<file path="src/sv/hfrq_pkg.sv">
package hfrq_pkg;

    // Size of the frame ring and of one frame slot.
    localparam int QUEUE_DEPTH = 4;
    localparam int FRAME_BYTES = 1024;

    // Derived widths.
    localparam int SLOT_W = $clog2(QUEUE_DEPTH);
    localparam int OFF_W  = $clog2(FRAME_BYTES);
    localparam int CNT_W  = $clog2(FRAME_BYTES + 1);
    localparam int QCNT_W = $clog2(QUEUE_DEPTH + 1);
    localparam int BYTE_W = 8;

    // Fixed byte values of the framing.
    localparam logic [BYTE_W-1:0] ADDR_ALL_STATIONS = 8'hFF;
    localparam logic [BYTE_W-1:0] FLAG_RESET        = 8'h7E;
    localparam logic [BYTE_W-1:0] BYTE_NONE         = 8'h00;

endpackage

</file>
<file path="src/sv/hdlc_frame_receiver_queue.sv">
// PPP/HDLC receive frame delimiter feeding a ring of frame slots. Each
// accepted item (one received byte with its byte_valid qualifier and a
// frame_taken pulse from the consumer) yields exactly one result item: a
// slot write command, frame-close status and the queue fill level. An item
// passes an input register and a result register before its result is
// presented, and it is taken at a clock edge when the output side is ready;
// the block takes one item per cycle sustained while the output side is
// ready, with the framing state updated between those two registers.
// Hunting needs the flag byte
// followed directly by 0xFF; the frame then runs to the next flag, and both
// flags are stored. A byte that arrives after a slot is full is dropped,
// the sticky buffer overflow flag is set and the receiver hunts again. The
// flag byte is written through i_cfg_we/i_cfg_data and must only change
// while no item is in flight.
module hdlc_frame_receiver_queue (
    input  logic                              i_clk,
    input  logic                              i_rst_n,
    // Configuration: flag byte.
    input  logic                              i_cfg_we,
    input  logic [hfrq_pkg::BYTE_W-1:0]       i_cfg_data,
    // Input channel.
    input  logic                              i_valid,
    output logic                              o_ready,
    input  logic [hfrq_pkg::BYTE_W-1:0]       i_rx_byte,
    input  logic                              i_byte_valid,
    input  logic                              i_frame_taken,
    // Result channel.
    output logic                              o_valid,
    input  logic                              i_ready,
    output logic                              o_store_enable,
    output logic [hfrq_pkg::SLOT_W-1:0]       o_store_slot,
    output logic [hfrq_pkg::OFF_W-1:0]        o_store_offset,
    output logic [hfrq_pkg::BYTE_W-1:0]       o_store_data,
    output logic                              o_frame_done,
    output logic [hfrq_pkg::CNT_W-1:0]        o_frame_length,
    output logic                              o_buffer_overflow,
    output logic                              o_queue_overflow,
    output logic [hfrq_pkg::QCNT_W-1:0]       o_frames_queued
);

    // Configuration register.
    logic [hfrq_pkg::BYTE_W-1:0] r_flag;

    // Input register.
    logic                        r_in_valid;
    logic [hfrq_pkg::BYTE_W-1:0] r_in_byte;
    logic                        r_in_bvalid;
    logic                        r_in_taken;

    // Framing state.
    logic                        r_in_frame,  n_in_frame;
    logic [hfrq_pkg::BYTE_W-1:0] r_prev,      n_prev;
    logic [hfrq_pkg::CNT_W-1:0]  r_count,     n_count;
    logic [hfrq_pkg::SLOT_W-1:0] r_slot,      n_slot;
    logic [hfrq_pkg::QCNT_W-1:0] r_fcount,    n_fcount;
    logic                        r_ovf,       n_ovf;

    // Result register.
    logic                        r_out_valid;
    logic                        r_st_en,     n_st_en;
    logic [hfrq_pkg::SLOT_W-1:0] r_st_slot,   n_st_slot;
    logic [hfrq_pkg::OFF_W-1:0]  r_st_off,    n_st_off;
    logic [hfrq_pkg::BYTE_W-1:0] r_st_data,   n_st_data;
    logic                        r_done,      n_done;
    logic [hfrq_pkg::CNT_W-1:0]  r_flen,      n_flen;
    logic                        r_qovf,      n_qovf;

    // Byte position before the increment that every valid byte gets while the slot has room.
    logic [hfrq_pkg::CNT_W-1:0]  count_base;
    logic                        advance;

    // The item in the input register moves on whenever the result register
    // is empty or is being emptied in this cycle.
    assign advance = r_in_valid && (!r_out_valid || i_ready);
    assign o_ready = !r_in_valid || advance;

    always_comb begin
        n_in_frame = r_in_frame;
        n_prev     = r_prev;
        n_count    = r_count;
        n_slot     = r_slot;
        n_fcount   = r_fcount;
        n_ovf      = r_ovf;
        n_st_en    = 1'b0;
        n_st_slot  = '0;
        n_st_off   = '0;
        n_st_data  = '0;
        n_done     = 1'b0;
        n_flen     = '0;
        n_qovf     = 1'b0;
        count_base = r_count;

        if (r_in_bvalid) begin
            if (r_count < hfrq_pkg::CNT_W'(hfrq_pkg::FRAME_BYTES)) begin
                if (!r_in_frame) begin
                    if (r_in_byte == r_flag) begin
                        // Opening flag: restart the slot at offset zero.
                        count_base = '0;
                        n_st_en    = 1'b1;
                        n_st_slot  = r_slot;
                        n_st_data  = r_in_byte;
                        n_prev     = r_in_byte;
                    end else if (r_in_byte == hfrq_pkg::ADDR_ALL_STATIONS
                                 && r_prev == r_flag) begin
                        n_in_frame = 1'b1;
                        n_st_en    = 1'b1;
                        n_st_slot  = r_slot;
                        n_st_off   = r_count[hfrq_pkg::OFF_W-1:0];
                        n_st_data  = r_in_byte;
                        n_prev     = r_in_byte;
                    end else begin
                        // Line noise while hunting is not stored.
                        count_base = '0;
                        n_prev     = hfrq_pkg::BYTE_NONE;
                    end
                end else begin
                    n_st_en   = 1'b1;
                    n_st_slot = r_slot;
                    n_st_off  = r_count[hfrq_pkg::OFF_W-1:0];
                    n_st_data = r_in_byte;
                    if (r_in_byte == r_flag) begin
                        // Closing flag: report, move to the next slot and
                        // queue the frame, overwriting the oldest if full.
                        n_done     = 1'b1;
                        n_flen     = r_count + hfrq_pkg::CNT_W'(1);
                        n_in_frame = 1'b0;
                        n_prev     = hfrq_pkg::BYTE_NONE;
                        if (r_slot == hfrq_pkg::SLOT_W'(hfrq_pkg::QUEUE_DEPTH - 1)) begin
                            n_slot = '0;
                        end else begin
                            n_slot = r_slot + hfrq_pkg::SLOT_W'(1);
                        end
                        if (r_fcount == hfrq_pkg::QCNT_W'(hfrq_pkg::QUEUE_DEPTH)) begin
                            n_qovf = 1'b1;
                        end else begin
                            n_fcount = r_fcount + hfrq_pkg::QCNT_W'(1);
                        end
                    end else begin
                        n_prev = r_in_byte;
                    end
                end
                n_count = count_base + hfrq_pkg::CNT_W'(1);
            end else begin
                // Slot already full: drop the byte and hunt again.
                n_ovf      = 1'b1;
                n_in_frame = 1'b0;
                n_prev     = hfrq_pkg::BYTE_NONE;
                n_count    = '0;
            end
        end

        // The consumer's take is applied after the byte.
        if (r_in_taken && n_fcount != '0) begin
            n_fcount = n_fcount - hfrq_pkg::QCNT_W'(1);
        end
    end

    always_ff @(posedge i_clk) begin
        if (!i_rst_n) begin
            r_flag      <= hfrq_pkg::FLAG_RESET;
            r_in_valid  <= 1'b0;
            r_out_valid <= 1'b0;
            r_in_frame  <= 1'b0;
            r_prev      <= '0;
            r_count     <= '0;
            r_slot      <= '0;
            r_fcount    <= '0;
            r_ovf       <= 1'b0;
        end else begin
            if (i_cfg_we) begin
                r_flag <= i_cfg_data;
            end
            if (i_valid && o_ready) begin
                r_in_valid <= 1'b1;
            end else if (advance) begin
                r_in_valid <= 1'b0;
            end
            if (advance) begin
                r_out_valid <= 1'b1;
                r_in_frame  <= n_in_frame;
                r_prev      <= n_prev;
                r_count     <= n_count;
                r_slot      <= n_slot;
                r_fcount    <= n_fcount;
                r_ovf       <= n_ovf;
            end else if (i_ready) begin
                r_out_valid <= 1'b0;
            end
        end
    end

    // Payload registers carry no reset.
    always_ff @(posedge i_clk) begin
        if (i_valid && o_ready) begin
            r_in_byte   <= i_rx_byte;
            r_in_bvalid <= i_byte_valid;
            r_in_taken  <= i_frame_taken;
        end
        if (advance) begin
            r_st_en   <= n_st_en;
            r_st_slot <= n_st_slot;
            r_st_off  <= n_st_off;
            r_st_data <= n_st_data;
            r_done    <= n_done;
            r_flen    <= n_flen;
            r_qovf    <= n_qovf;
        end
    end

    // Sticky flag and queue level are shown as of the delivered item.
    logic                        r_out_ovf;
    logic [hfrq_pkg::QCNT_W-1:0] r_out_fcount;

    always_ff @(posedge i_clk) begin
        if (advance) begin
            r_out_ovf    <= n_ovf;
            r_out_fcount <= n_fcount;
        end
    end

    assign o_valid           = r_out_valid;
    assign o_store_enable    = r_st_en;
    assign o_store_slot      = r_st_slot;
    assign o_store_offset    = r_st_off;
    assign o_store_data      = r_st_data;
    assign o_frame_done      = r_done;
    assign o_frame_length    = r_flen;
    assign o_buffer_overflow = r_out_ovf;
    assign o_queue_overflow  = r_qovf;
    assign o_frames_queued   = r_out_fcount;

endmodule

</file>
<file path="config.mk">
export PLATFORM = sky130hd
export DESIGN_NAME = hdlc_frame_receiver_queue
export DESIGN_NICKNAME = d
export VERILOG_FILES = /design/src/sv/hfrq_pkg.sv /design/src/sv/hdlc_frame_receiver_queue.sv
export SDC_FILE = /design/constraint.sdc
export NUM_CORES = 1
export LEC_CHECK = 0
export ABC_AREA = 0
export BUFFER_PORTS_ARGS = -buffer_cell sky130_fd_sc_hd__buf_2
export CAP_MARGIN = 25
export CORE_MARGIN = 2
export CORE_UTILIZATION = 30
export DETAILED_ROUTE_END_ITERATION = 8
export SLEW_MARGIN = 5
export SYNTH_ARGS = -nofsm -noshare
export SYNTH_HDL_FRONTEND = slang
export SYNTH_SLANG_ARGS = --single-unit
</file>
<file path="constraint.sdc">
create_clock -name i_clk -period 9.1 [get_ports i_clk]
set_input_delay 0.91 -clock i_clk [delete_from_list [all_inputs] [get_ports i_clk]]
set_output_delay 0.91 -clock i_clk [all_outputs]
set_load 0.02 [all_outputs]
</file>
-- Word-level counts from Yosys, hierarchy flattened
Index checks and enable logic that the tools add are counted.
- register bits: 84
- input port bits: 23
- add/sub/neg operators: 5
- order comparisons: 1
- equal/unequal tests: 5
- mux-type cells: 40
- reductions and logical operators: 16
- operators with widths (kind ; count):
    2-to-1 mux 11 bit ; 6
    2-to-1 mux 8 bit ; 6
    2-to-1 mux 10 bit ; 3
    adder 11 x 1 -> 11 bit, second input constant ; 2
    2-to-1 mux 3 bit ; 6
    equality test 8 bit ; 2
    2-to-1 mux 1 bit ; 15
    < comparator 11 bit, second input constant ; 1
    equality test 8 bit, second input constant ; 1
    2-to-1 mux 2 bit ; 4
    AND reduction 5 bit ; 1
    logical AND 1 bit ; 4
    AND reduction 2 bit ; 2
    AND reduction 4 bit ; 1
    nonzero test 2 bit ; 2
    adder 3 x 1 -> 3 bit, second input constant ; 1
    equality test 3 bit, second input constant ; 1
    AND reduction 3 bit ; 1
    nonzero test 3 bit ; 1
    subtractor 3 x 1 -> 3 bit, second input constant ; 1
    adder 2 x 1 -> 2 bit, second input constant ; 1
    equality test 2 bit, second input constant ; 1
    zero test 1 bit ; 2
    logical OR 1 bit ; 2

-- Depth between registers and ports, before layout
Gate-level depths: netlist of run 1.
- depth in word-level cells: 9
- gate-level depth with buffers: 12
- mapped depth without buffers: 11

-- Worst setup path after synthesis of run 1
OpenSTA, ideal clock, no wires.
- path kind: input-to-reg
- start: in i_ready
- end: reg r_fcount[0] (netlist bit)
- arrival time: 3341 ps
- data required time: 9028 ps
- slack: 5687 ps
- stages on the path: 5
- buffers on the path: 0
- cell sequence: nor2b_1 > nor2_1 > nand2_1 > mux2i_1 > mux2i_1
- cells in the longest elaborated chain, start to end: 2
- RTL lines (what ; line ; RTL):
    start, declared ; hdlc_frame_receiver_queue.sv:29 ; input logic i_ready,
    logical OR 1 bit ; hdlc_frame_receiver_queue.sv:74 ; assign advance = r_in_valid && (!r_out_valid || i_ready);
    logical AND 1 bit ; hdlc_frame_receiver_queue.sv:74 ;
    net advance ; hdlc_frame_receiver_queue.sv:70 ; logic advance;
    end signal, assigned ; hdlc_frame_receiver_queue.sv:184 ; r_fcount <= n_fcount;
    end, declared ; hdlc_frame_receiver_queue.sv:55 ; logic [hfrq_pkg::QCNT_W-1:0] r_fcount, n_fcount;
The timed path passes the listed nets, and every way through them passes these cells.
A chain may end at the register's enable or synchronous reset.

-- Worst setup path after layout of run 1
- start: reg r_in_byte[3] (netlist bit)
- end: reg r_fcount[0] (netlist bit)
- cells in the longest elaborated chain, start to end: 8
- RTL lines (what ; line ; RTL):
    start, declared ; hdlc_frame_receiver_queue.sv:46 ; logic [hfrq_pkg::BYTE_W-1:0] r_in_byte;
    start signal, assigned ; hdlc_frame_receiver_queue.sv:195 ; r_in_byte <= i_rx_byte;
    equality test 8 bit (*) ; hdlc_frame_receiver_queue.sv:121 ; if (r_in_byte == r_flag) begin
    2-to-1 mux 3 bit (*) ; hdlc_frame_receiver_queue.sv:121 ;
    2-to-1 mux 3 bit (*) ; hdlc_frame_receiver_queue.sv:95 ; if (!r_in_frame) begin
    2-to-1 mux 3 bit (*) ; hdlc_frame_receiver_queue.sv:94 ; if (r_count < hfrq_pkg::CNT_W'(hfrq_pkg::FRAME_BYTES)) begin
    2-to-1 mux 3 bit (*) ; hdlc_frame_receiver_queue.sv:93 ; if (r_in_bvalid) begin
    branches (longest 2 deep; another with subtractor 3 x 1 -> 3 bit) ; -- ;
    2-to-1 mux 3 bit (*) ; hdlc_frame_receiver_queue.sv:153 ; if (r_in_taken && n_fcount != '0) begin
Every way passes the cells marked *.

==> impl_results.md, run 1 <==
* Status: finished, final reports clean
* Area grow syn2layout at 17.8%
* CP arrival at 3.72 ns
* Antenna violations before repair at 0
* Post-synth EDFFs at 48
* Post-synth ARST share at 0%
* Setup violations, final at 0
* Syn_nets at 396
* Cell area after synthesis at 4020 µm²
* Yosys top cell by area: edfxtp_1
* Max-Cap Viols at 0
* Main synth FF type: edfxtp_1
* Top cells by area, synth: edfxtp_1 (36%), dfxtp_1 (18%), nand2_1 (3.3%)
* WS Path Type: flip-flop to flip-flop
* Post-place setup slack at 5.60 ns
* # H-tree levels at 3
* Unrepaired setup endpoints after global routing: false
* Fin nets at 449
* Synth top area share at 35.8%
* Vias in the first global route at 2,832
* Die width at 120 µm
* Placed cell count at 584
* Drt total wl at 8410 µm
* Fmax at 290 MHz
* Leakage at 1.75 nW
* Hold_buf cts at 0
* Largest net degree at the start of global routing at 46
* Post-DP HPWL at 5920 µm
* All-Layer GR Usage at 12.5%
* Resize count post-CTS at 0
* Most common cell in the synthesized netlist: edfxtp_1
* R2R setup slack at 5.65 ns
* Least-Margin Pin Slew at 0.780 ns
* HP Class: flip-flop to flip-flop
* Vias per cell at 4.80
* First-pass GRT wire length at 14,000 µm
* Num CTS Buffers at 9
* Syn avg cell area at 11.0 µm²
* Max Root-Sink Buffers at 2
* Starting Density at 30.5%
* PD cells at 176 nW/µm²
* Die Area at 14,300 µm²
* Hold_sp: r_prev[1]$_SDFFE_PN0P_
* Final period util at 37.9%
* RD Place Congestion at 0.861
* Routed Antenna Nets at 0
* FP Rows at 42
* Yosys reg bits at 84
* CTS sink count at 84
* Commonest cells in the synthesized netlist: edfxtp_1 (48), dfxtp_1 (36), nand2_1 (35)
* Latest clock arrival within the worst-skew pair at 0.34 ns
* YS warnings at 0
* Crit path required time at 9.37 ns
* Slew margin rel. at 47.9%
* Antenna cell count at 0
* PnR worst setup slack at 5.65 ns
* Layout cells sized above 1 at 21.0%
* CORE AREA at 13,200 µm²
* Port buffer count at 62
* Reg clk slew, reported paths at 0.06 ns
* DRT iter0 DRCs at 172
* CP Capture Type: flip-flop
* GRT overflow at 0
* WL per Instance at 14.0 µm
* TritonRoute pass-1 iters at 4
* Clk_skew at 0.00310 ns
* Distinct cells, synth at 54
* Sequential-to-total area share from yosys stat at 53.8%
* Setup tns final at 0 ns
* CTS tree: done
* Buffer count from post-CTS setup fixing at 0
* Root buffer cell: clkbuf_16
* Reg2reg path depth at 11
* Vias at 2,880
* Max-slew violation count at 0
* Final hold violations at 0
* Tmin final at 3.45 ns
* RR Startpoint: r_in_byte[3]$_DFFE_PP_
* Final design utilization at 35.9%
* Max FO, Critical Path at 12
* Critical Path Source Type: flip-flop
* I/O pin cnt at 63
* Post-Syn Instances at 366
* Sink of the worst hold path: r_prev[1]$_SDFFE_PN0P_
* Finished Layout Cells at 600
* Die Height at 120 µm
* DRC Markers at 0
* Worst VDD drop at 0.112 mV
* Hold Path Cell Cnt at 2
* Total chip power at 0.000832 W
* Worst reg2reg endpoint: r_fcount[0]$_SDFFE_PN0P_
-- flip-flops by register name (all words and copies together), names as in the netlist, 2 cells and up --
| signal | count |
|---|---|
| o_store_slot | 2 |
| r_flag | 8 |
| o_frame_length | 11 |
| r_slot | 2 |
| o_store_offset | 10 |
| r_prev | 8 |
| r_count | 11 |
| r_fcount | 3 |
| o_frames_queued | 3 |
| r_in_byte | 8 |
| o_store_data | 8 |
-- metal layers --
metal	global-route usage (%)	part of all wire [%]	wire length, µm
met2	19.8	47	3990
met3	4.90	5.3	449
met5	0	0	0
met4	4.85	1.5	130
met1	15.5	46	3840
-- metrics by stage --
| step | hold WS [ns] | area, µm² |
|---|---|---|
| final | 0.461 | 4740 |
| after global routing | 0.480 | 4740 |
| after CTS | 0.462 | 4740 |
| after detailed placement | 0.454 | 4440 |
| after global placement | 0.451 | 4440 |
| after floorplan | 0.442 | 4020 |
-- placed cells by master (no fill, tap or decap), types with 10 or more instances in the layout --
cell type,count
xor2_1,14
mux2i_1,12
dfxtp_1,36
and2_1,12
edfxtp_1,48
nand2_1,35
a21boi_1,10
buf_2,62
nor2_1,21
xnor2_1,12
nor2b_1,10
nand3_1,11
-- worst max path at each step --
stage          depth (start not counted)                    from                  endpoint  slack [ns]
2_1_floorplan                          5                 i_ready  r_fcount[0]$_SDFFE_PN0P_        5.69
3_3_place_gp                          11  r_in_byte[3]$_DFFE_PP_  r_fcount[0]$_SDFFE_PN0P_        5.77
3_5_place_dp                          11  r_in_byte[3]$_DFFE_PP_  r_fcount[0]$_SDFFE_PN0P_        5.60
4_1_cts                               11  r_in_byte[3]$_DFFE_PP_  r_fcount[0]$_SDFFE_PN0P_        5.59
5_1_grt                               11  r_in_byte[3]$_DFFE_PP_  r_fcount[0]$_SDFFE_PN0P_        5.21
6_report                              11  r_in_byte[3]$_DFFE_PP_  r_fcount[0]$_SDFFE_PN0P_        5.65
-- layout make-up --
class                   instances  area (µm²)
well taps                     176         220
clock inverters                 2        35.0
multi-input cells             251        1690
flip-flops and latches         84        2160
inverters                       8        30.0
clock buffers                  14         264
fillers                      1319        8450
repair buffers                 65         333
-- critical path: stages, from the launching register on --
cell and delay [ns]:
edfxtp_1 0.43, xor2_1 0.18, nor4_2 0.62, nand3_1 0.54, clkinv_1 0.29, mux2i_1 0.13
ha_1 0.22, ha_1 0.21, nor2b_1 0.30, nand2_1 0.09, mux2i_1 0.18, mux2i_1 0.20
-- where the power goes --
| part | total [W] | leakage, nW | internal [W] | switching [W] |
|---|---|---|---|---|
| logic | 0.0000467 | 0.820 | 0.0000169 | 0.0000298 |
| clock network | 0.000366 | 0.147 | 0.000227 | 0.000139 |
| registers | 0.000419 | 0.781 | 0.000411 | 0.00000820 |
-- cell families (layout without fill, tap and decap cells) --
group,after synthesis,after routing,share of synthesized area [%]
XOR/XNOR,26,26,5.66
buffers and inverters,31,89,4.36
adder cells (fa/ha/maj),7,7,2.18
flip-flops,84,84,53.8
multiplexers,12,12,2.99
AND/OR/NAND/NOR,136,136,18.5
AO/OA/AOI/OAI,70,70,12.5
Power figures use the tool's default switching activity.
==> inputs of run 2 (changes only) <==
Clock period 9.1 ns to 3.1 ns, I/O delays scaled along.
==> run 2 against run 1 <==
Compared with the run above:
- routed wire length rose by 4.8%
- hold slack worse by 0.32 ns
- count of clock-buffer cells in the layout decreased by 2
- combinational power rose to 3.1 times the previous value
- utilization up 0.64 points
- sequential power rose to 2.9 times the previous value
- maximum frequency is 23% higher
- die area is the same
- sequential cell count did not move
- first-iteration DRC count is 23% lower
- final cell count increased by 1.8%
- largest cell class unchanged
- largest power group unchanged
- highest routed layer unchanged
==> impl_results.md, run 2 (synthesized netlist as in run 1, its figures left out) <==
* HP Class: primary input to flip-flop (was flip-flop to flip-flop)
* DRT iter0 DRCs at 133 (was 172)
* Total chip power at 0.00244 W (was 0.000832 W)
* Commonest non-fill, non-tap cell in the layout: buf_2 (unchanged)
* Buffer count from post-CTS setup fixing at 0 (unchanged)
* Tmin final at 2.80 ns (was 3.45 ns)
* Post-DP HPWL at 6300 µm (was 5920 µm)
* Reg clk slew, reported paths at 0.06 ns (about the same)
* RD Place Congestion at 0.841 (was 0.861)
* # H-tree levels at 3 (unchanged)
* Hold_sp: i_rx_byte[3] (was r_prev[1]$_SDFFE_PN0P_)
* Layout cells sized above 1 at 23.2% (was 21.0%)
* Die Area at 14,300 µm² (unchanged)
* Crit path required time at 3.29 ns (was 9.37 ns)
* Sink of the worst hold path: r_in_byte[3]$_DFFE_PP_ (was r_prev[1]$_SDFFE_PN0P_)
* Vias at 2,943 (was 2,880)
* CTS tree: done (unchanged)
* Port buffer count at 62 (unchanged)
* Slew margin rel. at 48.0% (was 47.9%)
* Largest net degree at the start of global routing at 46 (unchanged)
* Starting Density at 30.5% (unchanged)
* GRT overflow at 0 (unchanged)
* Leakage at 1.79 nW (was 1.75 nW)
* Final hold violations at 0 (unchanged)
* TritonRoute pass-1 iters at 4 (unchanged)
* RR Startpoint: r_in_byte[2]$_DFFE_PP_ (was r_in_byte[3]$_DFFE_PP_)
* Reg2reg path depth at 11 (unchanged)
* Final period util at 90.3% (was 37.9%)
* PD cells at 507 nW/µm² (was 176 nW/µm²)
* Max-slew violation count at 0 (unchanged)
* Die Height at 120 µm (unchanged)
* CORE AREA at 13,200 µm² (unchanged)
* WS Path Type: flip-flop to flip-flop (unchanged)
* Max FO, Critical Path at 5 (was 12)
* First-pass GRT wire length at 14,500 µm (was 14,000 µm)
* FP Rows at 42 (unchanged)
* Max-Cap Viols at 0 (unchanged)
* All-Layer GR Usage at 12.9% (was 12.5%)
* DRC Markers at 0 (unchanged)
* Vias per cell at 4.82 (was 4.80)
* Die width at 120 µm (unchanged)
* Setup tns final at 0 ns (unchanged)
* Antenna cell count at 0 (unchanged)
* Drt total wl at 8810 µm (was 8410 µm)
* CP arrival at 2.99 ns (was 3.72 ns)
* Most frequent cells in the layout: buf_2 (62), edfxtp_1 (48), dfxtp_1 (36), nand2_1 (35), nor2_1 (21) (unchanged)
* Latest clock arrival within the worst-skew pair at 0.34 ns (about the same)
* Routed Antenna Nets at 0 (unchanged)
* Critical Path Source Type: flip-flop (unchanged)
* Final design utilization at 36.5% (was 35.9%)
* Clk_skew at 0.00465 ns (was 0.00310 ns)
* Least-Margin Pin Slew at 0.779 ns (was 0.780 ns)
* R2R setup slack at 0.30 ns (was 5.65 ns)
* Worst VDD drop at 0.268 mV (was 0.112 mV)
* Status: finished, final reports clean (unchanged)
* Num CTS Buffers at 9 (unchanged)
* Worst reg2reg endpoint: r_count[8]$_SDFFE_PN0P_ (was r_fcount[0]$_SDFFE_PN0P_)
* CTS sink count at 84 (unchanged)
* Root buffer cell: clkbuf_16 (unchanged)
* Fin nets at 460 (was 449)
* Setup violations, final at 0 (unchanged)
* CP Capture Type: flip-flop (unchanged)
* Hold Path Cell Cnt at 1 (was 2)
* Antenna violations before repair at 0 (unchanged)
* WL per Instance at 14.4 µm (was 14.0 µm)
* Vias in the first global route at 2,988 (was 2,832)
* I/O pin cnt at 63 (unchanged)
* Max Root-Sink Buffers at 2 (unchanged)
* Unrepaired setup endpoints after global routing: false (unchanged)
* Area grow syn2layout at 19.9% (was 17.8%)
* Fmax at 357 MHz (was 290 MHz)
[run 2: cell types whose count changed in the layout (fill, tap and decap cells not counted), sizes merged]
cell,change
buf,+11
clkbuf,-2
clkinvlp,+2
[run 2: timing repair]
item | 4_1_cts | 5_1_grt
hold endpoints to repair | 0 | 0
setup endpoints to repair | 0 | 1
hold buffers | 0 | 0
resized for setup | 0 | 1
[run 2: metal layers]
| metal | up-vias | part of all wire (%) | GRT usage [%] |
|---|---|---|---|
| li1 | 1467 | - | - |
| met1 | 1393 | 45 | 15.6 |
| met2 | 70 | 48 | 21.6 |
| met3 | 13 | 5.1 | 3.47 |
| met4 | 0 | 1.6 | 5.59 |
| met5 | - | 0 | 0 |
[run 2: worst max-delay path, cell delays in order (launching register included)]
cell	delay (ns)
edfxtp_1	0.41
nand4_1	0.12
or4_4	0.56
nor4_4	0.28
a21oi_2	0.11
nor2b_1	0.12
ha_1	0.23
nand3_1	0.18
nor3_2	0.26
o21ai_0	0.11
a31oi_1	0.16
o22ai_1	0.10
[run 2: final cells by class]
class	count	area, µm²
fillers	1317	8370
inverters	8	30.0
flip-flops and latches	84	2160
well taps	176	220
clock buffers	12	246
multi-input cells	251	1700
repair buffers	76	415
clock inverters	4	48.8
[run 2: worst max path at each step]
| stage | startpoint | to | slack, ns | depth (start not counted) |
|---|---|---|---|---|
| global route | r_in_byte[3]$_DFFE_PP_ | r_fcount[0]$_SDFFE_PN0P_ | 0.07 | 11 |
| CTS | r_in_byte[4]$_DFFE_PP_ | r_count[8]$_SDFFE_PN0P_ | 0.22 | 11 |
| floorplan | o_valid$_SDFFE_PN0P_ | r_fcount[0]$_SDFFE_PN0P_ | 0.11 | 5 |
| finish | r_in_byte[2]$_DFFE_PP_ | r_count[8]$_SDFFE_PN0P_ | 0.30 | 11 |
| global placement | r_in_byte[1]$_DFFE_PP_ | r_count[8]$_SDFFE_PN0P_ | 0.32 | 11 |
| detailed placement | r_in_byte[4]$_DFFE_PP_ | r_count[8]$_SDFFE_PN0P_ | 0.22 | 11 |
[run 2: through the flow]
step                instances  setup WS, ns  area (µm²)  hold WS [ns]
floorplan                 366         0.106        4020         0.409
finish                    611         0.300        4820         0.142
detailed placement        595         0.221        4520         0.457
global placement          595         0.322        4520         0.453
global route              611        0.0680        4820         0.128
CTS                       611         0.220        4810         0.130
[run 2: report_power, final]
part	internal (W)	switching, W
clock network	0.000644	0.000424
registers	0.00121	0.0000243
logic	0.0000550	0.0000908
